==> src/sv/i420wb_pkg.sv <==
// Shared types and constants for the I420 2x2 block white-balance unit.
// No dependencies; imported by every module of the block.
`timescale 1ns / 1ps

package i420wb_pkg;

    // Pixels in one 2x2 block, one lane each
    localparam int NUM_LANES   = 4;
    // Register stages inside one lane, and in the whole datapath
    localparam int LANE_STAGES = 5;
    localparam int PIPE_DEPTH  = LANE_STAGES + 1;

    localparam int GAIN_W = 12;
    localparam int BYTE_W = 8;

    localparam logic [GAIN_W-1:0] GAIN_RESET = 12'd1000;

    // Configuration register indexes
    typedef enum logic [0:0] {
        REG_RED_GAIN  = 1'b0,
        REG_BLUE_GAIN = 1'b1
    } i420wb_reg_idx_t;

    // BT.601 forward (YUV to RGB) coefficients
    localparam logic signed [19:0] K_Y  = 20'sd298;
    localparam logic signed [19:0] K_RV = 20'sd409;
    localparam logic signed [19:0] K_GU = 20'sd100;
    localparam logic signed [19:0] K_GV = 20'sd208;
    localparam logic signed [19:0] K_BU = 20'sd516;

    // BT.601 reverse (RGB to YUV) coefficients
    localparam logic [15:0] K_YR = 16'd66;
    localparam logic [15:0] K_YG = 16'd129;
    localparam logic [15:0] K_YB = 16'd25;
    localparam logic signed [16:0] K_UR = 17'sd38;
    localparam logic signed [16:0] K_UG = 17'sd74;
    localparam logic signed [16:0] K_UB = 17'sd112;
    localparam logic signed [16:0] K_VR = 17'sd112;
    localparam logic signed [16:0] K_VG = 17'sd94;
    localparam logic signed [16:0] K_VB = 17'sd18;

    // Permille scaling: divide by 1000 through a reciprocal of 1049 / 2^20
    localparam logic [20:0] PERMILLE     = 21'd1000;
    localparam logic [20:0] PERMILLE_RND = 21'd500;
    localparam logic [31:0] RECIP_MUL    = 32'd1049;
    localparam int          RECIP_SHIFT  = 20;

    // What one lane hands to the merging stage
    typedef struct packed {
        logic [BYTE_W-1:0] y;
        logic [BYTE_W-1:0] u;
        logic [BYTE_W-1:0] v;
    } i420wb_pix_t;

endpackage

==> src/sv/i420wb_merge.sv <==
// Merging stage: pass the four lumas and average the four chroma terms.
// Depends on i420wb_pkg; one register stage.
`timescale 1ns / 1ps

module i420wb_merge (
    input  logic                                 clk,
    input  i420wb_pkg::i420wb_pix_t              lane_pix [i420wb_pkg::NUM_LANES],
    output logic [i420wb_pkg::BYTE_W-1:0]        luma_out [i420wb_pkg::NUM_LANES],
    output logic [i420wb_pkg::BYTE_W-1:0]        cb_avg,
    output logic [i420wb_pkg::BYTE_W-1:0]        cr_avg
);
    import i420wb_pkg::*;

    localparam int SUM_W = BYTE_W + $clog2(NUM_LANES) + 1;

    logic [SUM_W-1:0]  u_sum, v_sum;
    logic [BYTE_W-1:0] luma_reg [NUM_LANES];
    logic [BYTE_W-1:0] cb_reg, cr_reg;

    // Sum chroma terms with the rounding half
    always_comb
    begin
        u_sum = SUM_W'(NUM_LANES / 2);
        v_sum = SUM_W'(NUM_LANES / 2);
        for (int i = 0; i < NUM_LANES; i++)
        begin
            u_sum = u_sum + SUM_W'(lane_pix[i].u);
            v_sum = v_sum + SUM_W'(lane_pix[i].v);
        end
    end

    // Register the finished block
    always_ff @(posedge clk)
    begin
        for (int i = 0; i < NUM_LANES; i++)
            luma_reg[i] <= lane_pix[i].y;
        cb_reg <= u_sum[$clog2(NUM_LANES) +: BYTE_W];
        cr_reg <= v_sum[$clog2(NUM_LANES) +: BYTE_W];
    end

    assign luma_out = luma_reg;
    assign cb_avg   = cb_reg;
    assign cr_avg   = cr_reg;

endmodule

==> config.mk <==
export PLATFORM = sky130hd
export DESIGN_NAME = i420wb_merge
export DESIGN_NICKNAME = d
export VERILOG_FILES = /design/src/sv/i420wb_pkg.sv /design/src/sv/i420wb_merge.sv
export SDC_FILE = /design/constraint.sdc
export NUM_CORES = 1
export LEC_CHECK = 0
export BUFFER_PORTS_ARGS = -buffer_cell sky130_fd_sc_hd__clkbuf_2
export CAP_MARGIN = 10
export CORE_ASPECT_RATIO = 1.1
export CORE_MARGIN = 1.5
export CORE_UTILIZATION = 48
export DETAILED_ROUTE_END_ITERATION = 10
export GPL_TIMING_DRIVEN = 1
export HOLD_SLACK_MARGIN = 0.02
export PLACE_DENSITY = 0.91
export SLEW_MARGIN = 20
export SYNTH_ARGS = -nofsm -noshare
export SYNTH_HDL_FRONTEND = slang
export SYNTH_SLANG_ARGS = --single-unit
==> constraint.sdc <==
create_clock -name clk -period 3.9 [get_ports clk]
set_clock_uncertainty 0.05 [all_clocks]
set_input_delay 0.39 -clock clk [delete_from_list [all_inputs] [get_ports clk]]
set_output_delay 0.39 -clock clk [all_outputs]
set_load 0.05 [all_outputs]
### After elaboration in Yosys (flattened, before gate mapping)

Index checks and enable logic that the tools add are counted.

* register bits after elaboration: 48
* word-level logic and storage cells: 14

* add/sub/neg operators: 8

Operators by type and width (count)
* adder 10 x 8 -> 10 bit: 4
* adder 9 x 8 -> 10 bit: 2
* adder 2 x 8 -> 9 bit, first input constant: 2

### Longest topological paths before layout

* depth after elaboration: 4
* mapped depth: 9
* gate-level depth less buffers: 9

### Least setup slack after synthesis

OpenSTA, ideal clock, no wires.

* kind: input -> register
* start point: input lane_pix[5] in the netlist's numbering
* end point: register cr_reg[7], in the netlist cr_avg[7]
* library setup time: 0.114 ns
* arrival time: 2.643 ns
* slack: 1.093 ns
* stages: 9
* path buffers: 0
* cells stage by stage: inv_1 > fa_1 > fa_1 > inv_1 > ha_1 > and3_1 > a22o_1 > a211o_1 > a21o_1

* word-level cells in the longest chain between the ends: 1

RTL lines
* from (decl): RTL line i420wb_merge.sv:7 `input i420wb_pkg::i420wb_pix_t lane_pix [i420wb_pkg::NUM_LANES],`
* adder 10 x 8 -> 10 bit: RTL line i420wb_merge.sv:28 `v_sum = v_sum + SUM_W'(lane_pix[i].v);`
* named net v_sum[9]: RTL line i420wb_merge.sv:16 `logic [SUM_W-1:0] u_sum, v_sum;`
* to (signal assigned): RTL line i420wb_merge.sv:38 `cr_reg <= v_sum[$clog2(NUM_LANES) +: BYTE_W];`
* to (decl): RTL line i420wb_merge.sv:18 `logic [BYTE_W-1:0] cb_reg, cr_reg;`

The timed path passes the listed nets, and every way through them passes these cells.

### Final worst setup path

* start point: input lane_pix[4] in the netlist's numbering
* end point: register cr_reg[7], in the netlist cr_avg[7]

Same word-level chain as after synthesis.

==> results.cfg <==
[job]
maxCapViolations = 0

[logic_synthesis]
synth_most_common_cell = inv_1
synth_edf_count = 0
synthTopCellsByCount = 93 x inv_1, 48 x dfxtp_1, 30 x fa_1
synthTopCellsByArea = dfxtp_1 38%, fa_1 24%, inv_1 14%, ha_1 8.9%, xnor2_1 2.4%
ys_seq_elements = 48
synth_fp_nets = 393
netlist.area_leader.share_pct = 37.9
ys_seq_area_share_pct = 37.9
yosysWarnings = 0
syn-cell-area_sq_um = 2540
synthCells = 248
synthArstFlopShare_pct = 0
syn_area_per_cell_sq_um = 10.2
synth_cell_types = 27
yosysTopAreaCell = dfxtp_1
ys.flop_type = dfxtp_1

[detailed_routing]
route.met3.wl_microns = 399
wire_per_inst_microns = 10.8
viasPerCell = 4.57
drt-total-wl_mm = 4.94
drc = 0
wl_met1_mm = 1.70
wl_met2_mm = 2.71
dr.max_layer_used = met4
antenna_left = 0
drt_iter0_markers = 41
drt_first_pass_iters = 4
num_vias = 2089

[global_route]
grt_pass1_wl_mm = 8.05
grtUsageTotal_pct = 18.0
grt_pass1_vias = 2084
overflow = 0
grt_max_degree = 15
grt_antenna_before_repair = 0

[layout]
diodes = 0
nFillCells = 397
area_growth_syn_to_layout_pct = 34.8
nNetsFinal = 544
drive_above_1_share_pct = 38.3
final_cells = 457

[floorplan]
die_x_microns = 72.3
start_util_pct = 50.1
die_h_microns = 79.3
die-area_sq_um = 5730
core_sq_um = 5070
rows = 27
ios = 145

[setup_path]
arrival_ns = 2.82
cp-end-kind = flip-flop
cp_max_fo = 4
cp.required_ns = 4.04
critPathLaunchType = input port
worstSetupPathType = in -> reg

[sta]
final-setup-viol-count = 0
setup_slack_ns = 1.21
rsz0062_at_grt = no
period_share_pct = 68.9
max_freq_ghz = 0.372
whs_ns = 0.150
final.min_clock_period_ns = 2.69
final_hold_viol_count = 0
maxSlewViolCount = 0
setup-tns-final_ns = 0
relSlewSlack_pct = 75.1
tightest_slew_ns = 0.374

[clock_network]
cts_buffers = 5
cts.clk_slew.worst_paths_ns = 0.08
cts_tree = yes
root_buffer = clkbuf_8
post-cts-setup-buffer-count = 0
postCtsHoldBufs = 0
ctsResizeCount = 0
cts_sinks = 48
h-tree-depth = 2
ctsLongestPathBuffers = 2

[pwr]
power.density_nw_per_um2 = 567
leakagePower_uw = 0.00206
irDropWorstVdd_uv = 294
total_power_uw = 1940

[hold_path]
hold_class = in -> reg

[status]
status = completed

[placement]
io_buffer_count = 144
hpwlAfterDp_mm = 4.54
gp_congestion = 0.804
pre_cts_ws_ns = 0.901
place_inst = 450
layout by cell type, fill, tap and decap left out, types with 6 or more instances in the layout:
master	synthesis	routed
fa_1	30	30
dfxtp_1	48	48
clkbuf_8	0	6
clkbuf_2	0	144
inv_1	93	93
a21oi_1	7	7
ha_1	18	18
xnor2_1	7	7
flip-flops by register name, summed over array words and instances, names as in the netlist:
name and flops:
cr_avg 8, luma_out 32, cb_avg 8
worst paths after layout:
path	endpoint	slack (ns)	cells past startpoint	startpoint
max	cr_avg[7]	1.21	10	lane_pix[4]
min	luma_out[28]	0.15	1	lane_pix[92]
metrics by stage:
step	area (sq um)	util [%]
finish	3420	67.6
global route	3420	67.6
CTS	3420	67.6
detailed placement	3330	65.8
global placement	3330	65.8
floorplan	2540	-
worst max-delay path: stages:
cell	delay (ns)
clkbuf_2	0.07
inv_1	0.05
fa_1	0.51
fa_1	0.52
inv_1	0.04
ha_1	0.33
a21o_1	0.22
a22o_1	0.21
a211o_1	0.29
a21o_1	0.18
report_power, final:
group | leakage [uW] | switching, uW | internal (uW)
logic | 0.00161 | 698 | 329
clock network | 0.0000473 | 147 | 141
registers | 0.000405 | 29.2 | 597
kinds of logic (layout without fill, tap and decap cells):
| logic type | count (synthesis) | in the layout | synth area share (%) |
|---|---|---|---|
| AO/OA/AOI/OAI | 25 | 25 | 7.05 |
| AND/OR/NAND/NOR | 23 | 23 | 5.03 |
| XOR/XNOR | 11 | 11 | 3.79 |
| buffers and inverters | 93 | 244 | 13.8 |
| flip-flops | 48 | 48 | 37.9 |
| adder cells (fa/ha/maj) | 48 | 48 | 32.5 |
layer usage:
layer | up-vias | track usage (%)
li1 | 1031 | -
met1 | 942 | 17.0
met2 | 103 | 35.1
met3 | 13 | 4.57
met4 | 0 | 8.68
met5 | - | 0
area by class of cell:
class                      instances  area [sq um]  share of cell area, %
multi-input combinational        107          1230                   35.9
timing repair buffer             144           721                   21.1
sequential                        48           961                   28.1
clock inverter                     1          8.76                  0.256
tap                               58          72.6                   2.12
clock buffer                       6          82.6                   2.41
inverter                          93           349                   10.2
No activity file was read; power rests on OpenSTA's default activity.
