--- config.mk ---
export PLATFORM = sky130hd
export DESIGN_NAME = i420wb_lane
export DESIGN_NICKNAME = d
export VERILOG_FILES = /design/src/sv/i420wb_pkg.sv /design/src/sv/i420wb_lane.sv
export SDC_FILE = /design/constraint.sdc
export NUM_CORES = 2
export LEC_CHECK = 0
export BUFFER_PORTS_ARGS = -buffer_cell sky130_fd_sc_hd__buf_2
export CORE_MARGIN = 10
export CORE_UTILIZATION = 53
export DETAILED_ROUTE_END_ITERATION = 7
export MAX_ROUTING_LAYER = met4
export PLACE_DENSITY_LB_ADDON = 0.25
export SYNTH_ARGS = -nofsm -noshare
export SYNTH_HDL_FRONTEND = slang
export SYNTH_SLANG_ARGS = --single-unit
--- constraint.sdc ---
create_clock -name clk -period 7.4 [get_ports clk]
set_input_delay 0.37 -clock clk [delete_from_list [all_inputs] [get_ports clk]]
set_output_delay 0.37 -clock clk [all_outputs]
set_load 0.02 [all_outputs]
--- src/sv/i420wb_pkg.sv ---
// Shared types and constants for the I420 2x2 block white-balance unit.
// No dependencies; imported by every module of the block.
`timescale 1ns / 1ps

package i420wb_pkg;

    // Pixels in one 2x2 block, one lane each
    localparam int NUM_LANES   = 4;
    // Register stages inside one lane, and in the whole datapath
    localparam int LANE_STAGES = 5;
    localparam int PIPE_DEPTH  = LANE_STAGES + 1;

    localparam int GAIN_W = 12;
    localparam int BYTE_W = 8;

    localparam logic [GAIN_W-1:0] GAIN_RESET = 12'd1000;

    // Configuration register indexes
    typedef enum logic [0:0] {
        REG_RED_GAIN  = 1'b0,
        REG_BLUE_GAIN = 1'b1
    } i420wb_reg_idx_t;

    // BT.601 forward (YUV to RGB) coefficients
    localparam logic signed [19:0] K_Y  = 20'sd298;
    localparam logic signed [19:0] K_RV = 20'sd409;
    localparam logic signed [19:0] K_GU = 20'sd100;
    localparam logic signed [19:0] K_GV = 20'sd208;
    localparam logic signed [19:0] K_BU = 20'sd516;

    // BT.601 reverse (RGB to YUV) coefficients
    localparam logic [15:0] K_YR = 16'd66;
    localparam logic [15:0] K_YG = 16'd129;
    localparam logic [15:0] K_YB = 16'd25;
    localparam logic signed [16:0] K_UR = 17'sd38;
    localparam logic signed [16:0] K_UG = 17'sd74;
    localparam logic signed [16:0] K_UB = 17'sd112;
    localparam logic signed [16:0] K_VR = 17'sd112;
    localparam logic signed [16:0] K_VG = 17'sd94;
    localparam logic signed [16:0] K_VB = 17'sd18;

    // Permille scaling: divide by 1000 through a reciprocal of 1049 / 2^20
    localparam logic [20:0] PERMILLE     = 21'd1000;
    localparam logic [20:0] PERMILLE_RND = 21'd500;
    localparam logic [31:0] RECIP_MUL    = 32'd1049;
    localparam int          RECIP_SHIFT  = 20;

    // What one lane hands to the merging stage
    typedef struct packed {
        logic [BYTE_W-1:0] y;
        logic [BYTE_W-1:0] u;
        logic [BYTE_W-1:0] v;
    } i420wb_pix_t;

endpackage

--- src/sv/i420wb_lane.sv ---
// One pixel lane: YUV to RGB, red/blue permille gain, RGB back to YUV terms.
// Depends on i420wb_pkg; five register stages, a new pixel every cycle.
`timescale 1ns / 1ps

module i420wb_lane (
    input  logic                               clk,
    input  logic [i420wb_pkg::BYTE_W-1:0]      luma,
    input  logic [i420wb_pkg::BYTE_W-1:0]      cb,
    input  logic [i420wb_pkg::BYTE_W-1:0]      cr,
    input  logic [i420wb_pkg::GAIN_W-1:0]      gain_red,
    input  logic [i420wb_pkg::GAIN_W-1:0]      gain_blue,
    output i420wb_pkg::i420wb_pix_t            pix
);
    import i420wb_pkg::*;

    // Floor shift by 8, then clip to a byte
    function automatic logic [7:0] sat_shift8(input logic signed [19:0] x);
        logic signed [11:0] s;
        s = x[19:8];
        if (s < 12'sd0)
            return 8'd0;
        else if (s > 12'sd255)
            return 8'd255;
        else
            return s[7:0];
    endfunction

    // Clip an 11-bit quotient to a byte
    function automatic logic [7:0] sat_u11(input logic [10:0] x);
        if (x > 11'd255)
            return 8'd255;
        else
            return x[7:0];
    endfunction

    // ---------------- stage 1: YUV to RGB ----------------
    logic [7:0]        c_val;
    logic signed [19:0] c_x, d_x, e_x;
    logic signed [19:0] r_pre, g_pre, b_pre;
    logic [7:0]        r1_reg, g1_reg, b1_reg;

    always_comb
    begin
        c_val = (luma >= 8'd16) ? (luma - 8'd16) : 8'd0;
        c_x   = 20'(c_val);
        d_x   = 20'(cb) - 20'sd128;
        e_x   = 20'(cr) - 20'sd128;
        r_pre = K_Y * c_x + K_RV * e_x + 20'sd128;
        g_pre = K_Y * c_x - K_GU * d_x - K_GV * e_x + 20'sd128;
        b_pre = K_Y * c_x + K_BU * d_x + 20'sd128;
    end

    always_ff @(posedge clk)
    begin
        r1_reg <= sat_shift8(r_pre);
        g1_reg <= sat_shift8(g_pre);
        b1_reg <= sat_shift8(b_pre);
    end

    // ---------------- stage 2: gain multiply with rounding term ----------------
    logic [20:0] pr2_reg, pb2_reg;
    logic [7:0]  g2_reg;

    always_ff @(posedge clk)
    begin
        pr2_reg <= 21'(r1_reg) * 21'(gain_red) + PERMILLE_RND;
        pb2_reg <= 21'(b1_reg) * 21'(gain_blue) + PERMILLE_RND;
        g2_reg  <= g1_reg;
    end

    // ---------------- stage 3: reciprocal estimate of p / 1000 ----------------
    logic [31:0] qr_prod, qb_prod;
    logic [10:0] qr3_reg, qb3_reg;
    logic [20:0] pr3_reg, pb3_reg;
    logic [7:0]  g3_reg;

    always_comb
    begin
        qr_prod = 32'(pr2_reg) * RECIP_MUL;
        qb_prod = 32'(pb2_reg) * RECIP_MUL;
    end

    always_ff @(posedge clk)
    begin
        qr3_reg <= qr_prod[RECIP_SHIFT +: 11];
        qb3_reg <= qb_prod[RECIP_SHIFT +: 11];
        pr3_reg <= pr2_reg;
        pb3_reg <= pb2_reg;
        g3_reg  <= g2_reg;
    end

    // ---------------- stage 4: correct estimate by one, clip ----------------
    // The estimate is exact or one too high
    logic [20:0] qr_back, qb_back;
    logic [10:0] qr_fix, qb_fix;
    logic [7:0]  r4_reg, g4_reg, b4_reg;

    always_comb
    begin
        qr_back = 21'(qr3_reg) * PERMILLE;
        qb_back = 21'(qb3_reg) * PERMILLE;
        qr_fix  = (qr_back > pr3_reg) ? (qr3_reg - 11'd1) : qr3_reg;
        qb_fix  = (qb_back > pb3_reg) ? (qb3_reg - 11'd1) : qb3_reg;
    end

    always_ff @(posedge clk)
    begin
        r4_reg <= sat_u11(qr_fix);
        b4_reg <= sat_u11(qb_fix);
        g4_reg <= g3_reg;
    end

    // ---------------- stage 5: RGB back to luma and chroma terms ----------------
    logic [15:0]        y_acc;
    logic [8:0]         y_sum;
    logic signed [16:0] r_x, g_x, b_x;
    logic signed [16:0] u_acc, v_acc;
    logic signed [9:0]  u_term, v_term;
    i420wb_pix_t        pix_reg;

    always_comb
    begin
        y_acc  = K_YR * 16'(r4_reg) + K_YG * 16'(g4_reg) + K_YB * 16'(b4_reg) + 16'd128;
        y_sum  = 9'(y_acc[15:8]) + 9'd16;
        r_x    = 17'(r4_reg);
        g_x    = 17'(g4_reg);
        b_x    = 17'(b4_reg);
        u_acc  = K_UB * b_x - K_UR * r_x - K_UG * g_x + 17'sd128;
        v_acc  = K_VR * r_x - K_VG * g_x - K_VB * b_x + 17'sd128;
        u_term = 10'($signed(u_acc[16:8])) + 10'sd128;
        v_term = 10'($signed(v_acc[16:8])) + 10'sd128;
    end

    always_ff @(posedge clk)
    begin
        pix_reg.y <= (y_sum > 9'd255) ? 8'd255 : y_sum[7:0];
        pix_reg.u <= u_term[7:0];
        pix_reg.v <= v_term[7:0];
    end

    assign pix = pix_reg;

endmodule

== After elaboration in Yosys (flattened, before gate mapping) ==
Index checks and enable logic that the tools add are counted.

* Register bits: 194
* Output and inout bits: 24
* Word-level logic and storage cells: 81
* Bits of input ports: 49

* Muxes and demuxes: 6
* $lt $le $gt $ge: 12
* Multiply operators: 20
* $add $sub $neg: 26

{| class="wikitable"
|+ Operator list
! cell !! number
|-
| multiplier 21 x 11 -> 31 bit, second input constant || 2
|-
| adder 20 x 9 -> 20 bit, second input constant || 3
|-
| adder 20 x 9 -> 21 bit, second input constant || 2
|-
| greater-than comparator 21 bit || 2
|-
| multiplier 6 x 8 -> 14 bit, first input constant || 3
|-
| multiplier 8 x 12 -> 20 bit || 2
|-
| greater-than comparator 12 x 9 -> 1 bit, second input constant || 3
|-
| less-than comparator 12 x 1 -> 1 bit, second input constant || 3
|-
| multiplier 11 x 7 -> 18 bit, second input constant || 2
|-
| adder 16 x 9 -> 16 bit, second input constant || 2
|-
| multiplier 8 x 8 -> 16 bit, first input constant || 2
|-
| two-way mux 8 bit || 4
|-
| multiplier 5 x 8 -> 13 bit, first input constant || 2
|-
| greater-than comparator 11 x 8 -> 1 bit, second input constant || 2
|-
| multiplier 3 x 8 -> 11 bit, first input constant || 2
|-
| two-way mux 11 bit || 2
|-
| subtractor 11 x 1 -> 11 bit, second input constant || 2
|-
| adder 18 x 19 -> 20 bit || 1
|-
| adder 18 x 20 -> 20 bit || 1
|-
| subtractor 19 x 18 -> 20 bit || 1
|-
| multiplier 10 x 9 -> 19 bit, first input constant || 1
|-
| subtractor 18 x 17 -> 19 bit || 1
|-
| multiplier 9 x 9 -> 18 bit, first input constant || 1
|-
| subtractor 8 x 8 -> 9 bit, second input constant || 2
|-
| 15 further kinds || 16
|}

== Longest topological paths before layout ==
* Depth after elaboration: 8
* Mapped depth: 30
* Gate-level depth less buffers: 30

== Worst setup path before layout ==
No wires, ideal clock.

* Kind: flip-flop to flip-flop
* Start: reg r4_reg[7]
* End: reg pix_reg, in the netlist pix[18]
* Library setup time: 70 ps
* Stages on the path, launching flop included: 25
* Clock period less this slack: 6746 ps
* Slack: 654 ps
* Path buffers: 0
* Arrival: 6676 ps
* Required time: 7330 ps
* Cell sequence: dfxtp_1 ha_1 ha_1 ha_1 inv_1 fa_1 xnor2_1 ha_1 fa_1 fa_1 fa_1 ha_1 ha_1 a21oi_1 nand2b_1 inv_1 or4_1 and2_0 ha_1 nor4b_1 nand3_1 a2111oi_0 o211ai_1 a21oi_2 o21bai_1

* Word-level cells in the longest chain between the ends: 6

{| class="wikitable"
|+ Ends and longest elaborated chain
! what !! RTL line !! text
|-
| from (decl) || i420wb_lane.sv:96 || <nowiki>logic [7:0] r4_reg, g4_reg, b4_reg;</nowiki>
|-
| from (signal assigned) || i420wb_lane.sv:108 || <nowiki>r4_reg <= sat_u11(qr_fix);</nowiki>
|-
| multiplier 6 x 8 -> 14 bit || i420wb_lane.sv:123 || <nowiki>y_acc = K_YR * 16'(r4_reg) + K_YG * 16'(g4_reg) + K_YB * 16'(b4_reg) + 16'd128;</nowiki>
|-
| adder 15 x 16 -> 16 bit || i420wb_lane.sv:123 ||
|-
| adder 16 x 13 -> 16 bit || i420wb_lane.sv:123 ||
|-
| adder 16 x 8 -> 16 bit || i420wb_lane.sv:123 ||
|-
| adder 8 x 5 -> 9 bit || i420wb_lane.sv:124 || <nowiki>y_sum = 9'(y_acc[15:8]) + 9'd16;</nowiki>
|-
| net y_sum[5] || i420wb_lane.sv:115 || <nowiki>logic [8:0] y_sum;</nowiki>
|-
| greater-than comparator 9 x 8 -> 1 bit || i420wb_lane.sv:136 || <nowiki>pix_reg.y <= (y_sum > 9'd255) ? 8'd255 : y_sum[7:0];</nowiki>
|-
| to (decl) || i420wb_lane.sv:119 || <nowiki>i420wb_pix_t pix_reg;</nowiki>
|}

The timed path passes the listed nets, and every way through them passes these cells.
A chain may end at the register's enable or synchronous reset.

== Final worst setup path ==
* Start: reg r4_reg[2]
* End: reg pix_reg, in the netlist pix[18]

The elaborated chain is that of the path after synthesis.

==> impl_metrics.ini <==
[worst_setup_path]
cp_data_required_time_ps = 7820
slowest_delay_ps = 540
critPathMostFrequentCell = ha_1
cp.arrival_ps = 7440
r2r_end = pix[18]
critPathCaptureType = flop
critPathCapture = pix[18]
r2r-start = r4_reg[2]
path_cells = ha_1 -> ha_1 -> ha_1 -> inv_1 -> fa_1 -> xnor2_1 -> ha_1 -> fa_1 -> fa_1 -> fa_1 -> ha_1 -> ha_1 -> a21oi_1 -> nand2b_1 -> inv_1 -> or4_1 -> and2_0 -> ha_1 -> nor4b_1 -> nand3_1 -> a2111oi_2 -> o211ai_1 -> a21oi_2 -> o21bai_1
ff2ff_setup_slack_ps = 380
slowest_stage = fa_1
worstSetupPathType = flop to flop
worstSetupStartpointType = flop
crit_path_start = r4_reg[2]
r2r_cells = 24
path_max_fanout = 5

[die]
ioPinCount = 73
start_util_pct = 53.4
coreArea_sq_mm = 0.0657
die_h_um = 277
die_x_um = 277
row_count = 94
die_area_sq_mm = 0.0770

[layout]
nFillCells = 5902
syn_to_final_growth_pct = 6.21
layout-drive-gt1-share_pct = 4.28
largest_reg_flops = 24
multi_input_area_sq_mm = 0.0281
nets = 5190
seq_area_sq_mm = 0.00388

[placed_design]
hpwlAfterDp_um = 61000
place_congestion = 0.889
place.port_buffers = 72

[synth]
synth_xor_area_share_pct = 4.76
synthAdderAreaFrac_pct = 54.9
synthMuxAreaShare_pct = 0.0570
yosysSeqAreaShare_pct = 11.1
synth_simple_gate_area_share_pct = 9.94
synth-edff-count = 0
netlist_instances = 3744
syn_area_sq_mm = 0.0351
ys_warn_count = 0
ys_ff_latch = 194
synth_cell_type_count = 70
synth_fp_nets = 5094
synth_ff_type = dfxtp_1
synth_top_family_by_area = adder cells
syn_avg_cell_area_sq_um = 9.38
synth-compound-area-share_pct = 10.2
async_flop_share_pct = 0

[sta]
relSlewSlack_pct = 39.8
rsz0062_at_grt = no
fin_crit_sh_pct = 94.8
fmax_mhz = 143
fin_tns_setup_ps = 0
hold_viol = 0
maxSlewViolCount = 0
setup_viol_count_final = 0
finalClockSkew_ps = 14.5
tightest_slew_ps = 880
min_period_ps = 7020

[clock_tree]
cts_hold_buf = 0
clockBufferDepth = 2
path_clk_slew_ps = 80
cts-root-buf = clkbuf_16
cts_sinks = 194
cts_tree = done
htreeDepth = 4
postCtsSetupBuffers = 0
insertion_delay_ps = 500
cts_buffers = 17

[global_routing]
grt_pass1_wl_um = 122000
track_usage_pct = 19.6
grt-busiest-layer = met2
grt-ovfl-total = 0
grtUsageMet2_pct = 31.4
first_global_vias = 25500
grt_antenna_before_repair = 3
grt.met1_usage_pct = 26.0
grt_util_met3_pct = 2.66
grt_max_degree = 19

[detailed_routing]
drt_iter0_markers = 912
vias_per_cell = 5.26
wirelength_um = 70900
drtAntennaViolNets = 0
vias = 24800
wl_per_cell_um = 15.0
detail_route.first_pass.iterations = 5
drc = 0

[run_status]
outcome = complete, no violations

[min_path]
hold_path.class = input pin to flop

[job]
drv_cap = 0
-- critical path: cells and delay by family (launching register included) --
kind	cells	cell delay, ps
adders and majority gates	11	3880
buffers and inverters	2	120
DFF	1	320
xor gates and xnor gates	1	300
and+or+nand+nor	5	1250
AOI/OAI and AO/OA	5	1080
-- what timing repair did --
| item | CTS | global route |
|---|---|---|
| setup endpoints to repair | 0 | 12 |
| hold endpoints to repair | 0 | 0 |
| resized for setup | 0 | 6 |
-- Yosys cell counts (29+ instances only) --
cell type,number,share of area (%)
inv_1,817,8.7
xor2_1,54,1.3
o21ai_0,81,1.2
o21bai_1,31,0.66
fa_1,402,23
a21o_1,54,1.2
o211ai_1,29,0.62
xnor2_1,137,3.4
ha_1,899,32
nand3_1,55,0.78
and2_1,109,1.9
dfxtp_1,194,11
a21oi_1,144,2.1
nor2_1,104,1.1
nor3_1,54,0.77
or3_1,33,0.59
nand2_1,174,1.9
-- per-stage QoR --
step	utilization, %	instances	instance area [sq um]	hold WS, ps	worst slack, ps
3_5_place_dp	55.8	4685	36700	312	211
6_report	56.7	4719	37300	216	383
4_1_cts	56.7	4717	37300	179	188
2_1_floorplan	-	3744	35100	310	654
3_3_place_gp	55.8	4685	36700	312	377
5_1_grt	56.7	4718	37300	198	26.8
-- cell usage in the layout (no fill, tap or decap), types with 30 or more instances in the layout --
| cell | n |
|---|---|
| a21o_1 | 54 |
| a21oi_1 | 143 |
| and2_1 | 109 |
| buf_2 | 72 |
| buf_4 | 30 |
| dfxtp_1 | 194 |
| fa_1 | 402 |
| ha_1 | 899 |
| inv_1 | 817 |
| nand2_1 | 174 |
| nand3_1 | 55 |
| nor2_1 | 104 |
| nor3_1 | 54 |
| o21ai_0 | 81 |
| o21bai_1 | 31 |
| or3_1 | 33 |
| xnor2_1 | 137 |
| xor2_1 | 54 |
-- how the worst min path moves through the flow --
stage          depth (start not counted)         end         start  slack, ps
2_1_floorplan                          0   g2_reg[0]     g1_reg[0]        310
3_3_place_gp                           0   g2_reg[7]     g1_reg[7]        310
3_5_place_dp                           0   g2_reg[4]     g1_reg[4]        310
4_1_cts                                2  pb2_reg[0]  gain_blue[0]        180
5_1_grt                                2  pb2_reg[0]  gain_blue[0]        200
6_report                               2  pb2_reg[0]  gain_blue[0]        220
-- metal layers --
| metal | share of wire, % | vias up |
|---|---|---|
| met5 | 0 | - |
| met4 | 1.8 | 0 |
| met3 | 2.9 | 68 |
| met2 | 46 | 287 |
| met1 | 49 | 11900 |
| li1 | - | 12600 |
-- final cells by class --
| cell class | count | area share [%] |
|---|---|---|
| multi-input combinational | 2708 | 75.3 |
| sequential | 194 | 10.4 |
| inverter | 817 | 8.22 |
| tap | 864 | 2.90 |
| timing repair buffer | 102 | 1.57 |
| clock buffer | 18 | 1.18 |
| clock inverter | 14 | 0.382 |
| antenna | 2 | 0.0134 |
-- cells by family after synthesis --
family          count (synthesis)
compound gates                535
xor+xnor                      191
fa+ha+maj                    1301
buf+inv                       842
flops                         194
mux                             2
simple gates                  679
Power is not shown: default switching activity piles up to over one toggle a cycle in this logic, so the estimate is an artifact.
